$ cat config.mk
export PLATFORM = sky130hd
export DESIGN_NAME = jet_seq
export DESIGN_NICKNAME = d
export VERILOG_FILES = /design/src/rtl/jet_pkg.sv /design/src/rtl/jet_seq.sv
export SDC_FILE = /design/constraint.sdc
export NUM_CORES = 1
export LEC_CHECK = 0
export ABC_AREA = 1
export BUFFER_PORTS_ARGS = -buffer_cell sky130_fd_sc_hd__buf_4
export CAP_MARGIN = 40
export CORE_AREA = 4 4 41 43
export CTS_BUF_LIST = sky130_fd_sc_hd__clkbuf_8
export DETAILED_ROUTE_END_ITERATION = 12
export DIE_AREA = 0 0 45 47
export PLACE_DENSITY = 0.61
export SLEW_MARGIN = 25
export SYNTH_ARGS = -nofsm -noshare
export SYNTH_HDL_FRONTEND = slang
export SYNTH_SLANG_ARGS = --single-unit
$ cat constraint.sdc
create_clock -name i_clk -period 1.6 [get_ports i_clk]
set_input_delay 0.32 -clock i_clk [delete_from_list [all_inputs] [get_ports i_clk]]
set_output_delay 0.32 -clock i_clk [all_outputs]
set_load 0.01 [all_outputs]
$ cat src/rtl/jet_pkg.sv
// Shared types, constants and the microcode table of the Julia escape-time engine.
// Used by jet_seq, jet_datapath and julia_escape_time; depends on nothing else.
`timescale 1ns / 1ps

package jet_pkg;

    localparam int DATA_W  = 32;
    localparam int PROD_W  = 64;
    localparam int PIX_W   = 12;
    localparam int COUNT_W = 9;
    localparam int IDX_W   = 3;
    localparam int PC_W    = 4;

    // Configuration register indexes.
    localparam logic [IDX_W-1:0] REG_CONST_RE  = 3'd0;
    localparam logic [IDX_W-1:0] REG_CONST_IM  = 3'd1;
    localparam logic [IDX_W-1:0] REG_STEP_X_RE = 3'd2;
    localparam logic [IDX_W-1:0] REG_STEP_X_IM = 3'd3;
    localparam logic [IDX_W-1:0] REG_STEP_Y_RE = 3'd4;
    localparam logic [IDX_W-1:0] REG_STEP_Y_IM = 3'd5;
    localparam logic [IDX_W-1:0] REG_ORIGIN_RE = 3'd6;
    localparam logic [IDX_W-1:0] REG_ORIGIN_IM = 3'd7;

    // Microprogram addresses.
    localparam logic [PC_W-1:0] PC_IDLE  = 4'd0;
    localparam logic [PC_W-1:0] PC_START = 4'd1;
    localparam logic [PC_W-1:0] PC_MUL_B = 4'd2;
    localparam logic [PC_W-1:0] PC_LD_IM = 4'd3;
    localparam logic [PC_W-1:0] PC_SQ0   = 4'd4;
    localparam logic [PC_W-1:0] PC_LOOP  = 4'd5;
    localparam logic [PC_W-1:0] PC_SQ    = 4'd6;
    localparam logic [PC_W-1:0] PC_TEST  = 4'd7;
    localparam logic [PC_W-1:0] PC_OUT   = 4'd8;

    typedef enum logic [1:0] {
        MUL_HOLD,
        MUL_START_A,
        MUL_START_B,
        MUL_SQUARE
    } t_mul_op;

    typedef enum logic [1:0] {
        Z_HOLD,
        Z_LOAD_RE,
        Z_LOAD_IM,
        Z_ITER
    } t_z_op;

    typedef enum logic [1:0] {
        CNT_HOLD,
        CNT_CLEAR,
        CNT_STEP
    } t_cnt_op;

    typedef enum logic [1:0] {
        COND_NEVER,
        COND_IN_VALID,
        COND_MORE,
        COND_OUT_FREE
    } t_cond;

    typedef struct packed {
        logic              ready;
        t_mul_op           mul_op;
        t_z_op             z_op;
        t_cnt_op           cnt_op;
        logic              out_load;
        t_cond             cond;
        logic              stay;
        logic [PC_W-1:0]   target;
    } t_ctl;

    typedef struct packed {
        logic in_valid;
        logic iter_more;
        logic out_free;
    } t_flags;

    typedef struct packed {
        logic signed [DATA_W-1:0] const_re;
        logic signed [DATA_W-1:0] const_im;
        logic signed [DATA_W-1:0] step_x_re;
        logic signed [DATA_W-1:0] step_x_im;
        logic signed [DATA_W-1:0] step_y_re;
        logic signed [DATA_W-1:0] step_y_im;
        logic signed [DATA_W-1:0] origin_re;
        logic signed [DATA_W-1:0] origin_im;
    } t_cfg;

    // Saturate a wide signed value to the 32-bit signed range.
    function automatic logic signed [DATA_W-1:0] sat32(input logic signed [PROD_W-1:0] v);
        logic fits;
        fits = (&v[PROD_W-1:DATA_W-1]) || !(|v[PROD_W-1:DATA_W-1]);
        if (fits) begin
            sat32 = v[DATA_W-1:0];
        end else if (v[PROD_W-1]) begin
            sat32 = {1'b1, {(DATA_W-1){1'b0}}};
        end else begin
            sat32 = {1'b0, {(DATA_W-1){1'b1}}};
        end
    endfunction

    // Control store. When the condition holds the step counter jumps to the
    // target; otherwise it either stays or advances.
    function automatic t_ctl ucode(input logic [PC_W-1:0] pc);
        t_ctl c;
        c = '{ready: 1'b0, mul_op: MUL_HOLD, z_op: Z_HOLD, cnt_op: CNT_HOLD,
              out_load: 1'b0, cond: COND_NEVER, stay: 1'b0, target: PC_IDLE};
        case (pc)
            PC_IDLE: begin
                c.ready  = 1'b1;
                c.cond   = COND_IN_VALID;
                c.target = PC_START;
                c.stay   = 1'b1;
            end
            PC_START: begin
                c.mul_op = MUL_START_A;
            end
            PC_MUL_B: begin
                c.mul_op = MUL_START_B;
                c.z_op   = Z_LOAD_RE;
                c.cnt_op = CNT_CLEAR;
            end
            PC_LD_IM: begin
                c.z_op = Z_LOAD_IM;
            end
            PC_SQ0: begin
                c.mul_op = MUL_SQUARE;
            end
            PC_LOOP: begin
                c.z_op = Z_ITER;
            end
            PC_SQ: begin
                c.mul_op = MUL_SQUARE;
            end
            PC_TEST: begin
                c.cnt_op = CNT_STEP;
                c.cond   = COND_MORE;
                c.target = PC_LOOP;
            end
            PC_OUT: begin
                c.out_load = 1'b1;
                c.cond     = COND_OUT_FREE;
                c.target   = PC_IDLE;
                c.stay     = 1'b1;
            end
            default: begin
                c.cond   = COND_NEVER;
                c.stay   = 1'b0;
                c.target = PC_IDLE;
                c.ready  = 1'b0;
            end
        endcase
        // Unused addresses fall back to idle.
        if (pc > PC_OUT) begin
            c.cond = COND_OUT_FREE;
            c.stay = 1'b0;
        end
        return c;
    endfunction

endpackage

$ cat src/rtl/jet_seq.sv
// Microcode sequencer: step counter, control store lookup and conditional jumps.
// Depends on jet_pkg.
`timescale 1ns / 1ps

module jet_seq (
    input  logic                   i_clk,
    input  logic                   i_rst_n,
    input  jet_pkg::t_flags        i_flags,
    output jet_pkg::t_ctl          o_ctl,
    output logic [jet_pkg::PC_W-1:0] o_pc
);
    import jet_pkg::*;

    logic [PC_W-1:0] r_pc;
    logic [PC_W-1:0] n_pc;
    t_ctl            w_ctl;
    logic            w_take;

    assign w_ctl = ucode(r_pc);

    always_comb begin
        case (w_ctl.cond)
            COND_NEVER:    w_take = 1'b0;
            COND_IN_VALID: w_take = i_flags.in_valid;
            COND_MORE:     w_take = i_flags.iter_more;
            COND_OUT_FREE: w_take = i_flags.out_free;
            default:       w_take = 1'b0;
        endcase
        if (w_take) begin
            n_pc = w_ctl.target;
        end else if (w_ctl.stay) begin
            n_pc = r_pc;
        end else if (r_pc >= PC_OUT) begin
            n_pc = PC_IDLE;
        end else begin
            n_pc = r_pc + 1'b1;
        end
    end

    always_ff @(posedge i_clk) begin
        if (!i_rst_n) begin
            r_pc <= PC_IDLE;
        end else begin
            r_pc <= n_pc;
        end
    end

    assign o_ctl = w_ctl;
    assign o_pc  = r_pc;

endmodule

==> results.yml <==
job:
  timing.max_cap.violations: 0
yosys:
  yosys.area.top_type: "dfxtp_1"
  ys_ff_latch: 4
  synthDominantCellAreaShare: 0.198
  yosys.cell_types.count: 17
  yosys-top-cells-area: "dfxtp_1 (20%), ha_1 (12%), nand2_1 (12%)"
  yosysSeqAreaShare: 0.198
  syn_inst: 64
  synthesis.area_um2: 405
  ys_warn_count: 0
  synth.avg_cell_area_um2: 6.33
global_route:
  overflow: 0
  grt_pass1_wl_mm: 1.70
  grt_max_degree: 7
  antenna_found_initial: 0
  gr-usage-all-layers: 0.115
  grt_pass1_vias: 400
timing:
  drv_slew: 0
  setup_viol: 0
  fin_crit_sh: 0.982
  finalClockSkew_ns: 0.00289
  hold_violations: 0
  setup_tns_ns: 0
  fmax_ghz: 0.636
  rsz0062_at_grt: "yes"
  finalCriticalPeriod_ns: 1.57
  hold_slack_ns: 0.338
  fin_ws_ns: 0.0287
detailed_routing:
  drtIter0Drc: 8
  num_vias: 478
  wl_mm: 1.10
  drtPass1Iterations: 4
  wl_per_cell_um: 10.7
  ant_nets: 0
  drc: 0
  via_per_inst: 4.64
cts:
  tritoncts: "built"
  clk_latency_ns: 0.22
  cts_inserted_buffers: 3
  clockBufferDepth: 2
  h-tree-depth: 1
  root_buffer: "clkbuf_8"
  cts.sinks: 4
  hold_buffers: 0
  post_cts_buffers: 0
  cts.clk_slew.worst_paths_ns: 0.03
placed_design:
  dp_cells: 100
  place_ws_ns: 0.174
  finalWeightedCongestion: 0.727
  port_buffers: 21
setup_path:
  path_class: "reg2out"
  cp-startpoint: "o_pc[1]"
  worstPathRequired_ns: 1.28
  r2r_setup_slack_ns: 0.30
  crit_arrival_ns: 1.25
  crit_fanout: 5
  crit_end: "o_ctl[13]"
  r2r_start: "o_pc[0]"
  cp-end-kind: "output port"
  r2r-end: "o_pc[2]"
  rr_worst_depth: 7
  critPathLaunchType: "flop"
final_layout:
  area_growth_syn_to_layout_pct: 63.0
  final_cells: 103
  drive_above_1_share: 0.477
  layout_common_cells: "buf_4 (23), nand2_1 (13), inv_1 (11), nor2_1 (4), a21oi_1 (4)"
  final_nets: 99
  largest_reg_flops: 4
  final_common_cell: "buf_4"
  fin_util: 0.508
  antennaDiodeCount: 0
floorplan:
  start_util: 0.312
  dieArea_um2: 2120
  die-height_um: 47
  rows: 13
  die_w_um: 45
  coreArea_um2: 1300
  ios: 24
status:
  status: "complete, no violations"
power_and_ir_drop:
  peakVddDrop_mv: 0.504
  leakagePower_uw: 0.000368
  p_per_area_nw_per_um2: 873
min_path:
  min_path_type: "in2reg"
## worst max-delay path, cell delays in order, from the launching register on
cell and delay (ns):
dfxtp_1 0.29, buf_4 0.15, ha_1 0.21, o21ai_2 0.18, nand2_1 0.07, buf_4 0.14
## worst min path at each step
stage	from	slack [ns]	end	cells after the start
after global placement	i_rst_n	0.56	o_pc[0]	3
after CTS	i_rst_n	0.33	o_pc[0]	3
after detailed placement	i_rst_n	0.56	o_pc[0]	3
after global routing	i_rst_n	0.36	o_pc[0]	3
after floorplan	i_rst_n	0.43	o_pc[0]	2
final	i_rst_n	0.34	o_pc[0]	3
## what timing repair did
action                     4_1_cts  5_1_grt
pin swaps                        0        0
setup endpoints to repair        7        9
gates resized for setup          5        7
## power by group
part | leakage [uW] | switching [uW] | internal (uW)
sequential | 0.0000334 | 3.73 | 106
clock | 0.0000216 | 49.2 | 160
combinational | 0.000313 | 137 | 121
total | 0.000368 | 190 | 387
## cell usage after synthesis
| cell type | instances |
|---|---|
| nand2_1 | 13 |
| inv_1 | 11 |
| o21ai_0 | 5 |
| a21oi_1 | 4 |
| dfxtp_1 | 4 |
| ha_1 | 4 |
| nor2_1 | 4 |
| buf_4 | 3 |
| nand2_2 | 3 |
| nand3_1 | 3 |
| inv_2 | 2 |
| nand4_1 | 2 |
| nor2_2 | 2 |
| conb_1 | 1 |
| nand2_4 | 1 |
| nand3_2 | 1 |
| nor2_4 | 1 |
## layer usage
layer,GRT usage,wire [um],vias to the layer above
met1,0.127,455,209
met3,0.0268,83,5
met4,0.105,34,0
li1,-,-,244
met2,0.181,527,20
met5,0,0,-
## metrics by stage
step | power [uW] | instance area, um2
2_1_floorplan | 248 | 409
3_3_place_gp | 346 | 578
3_5_place_dp | 349 | 578
4_1_cts | 569 | 628
5_1_grt | 624 | 661
6_report | 577 | 661
## area by class of cell
cell class,count,area [um2]
clock buffer,3,41.3
fill,142,641
inverter,13,48.8
multi-input combinational,45,295
sequential,4,83.8
tap,15,18.8
timing repair buffer,23,173
## logic make-up (layout without fill, tap and decap cells)
group           count (synthesis)  count (layout)  synth area share
simple gates                   30              30             0.383
buf+inv                        16              39             0.176
compound gates                  9               9             0.111
fa+ha+maj                       4               4             0.123
flops                           4               4             0.198
other cells                     1               2           0.00925
(Power assumes the default switching activity.)
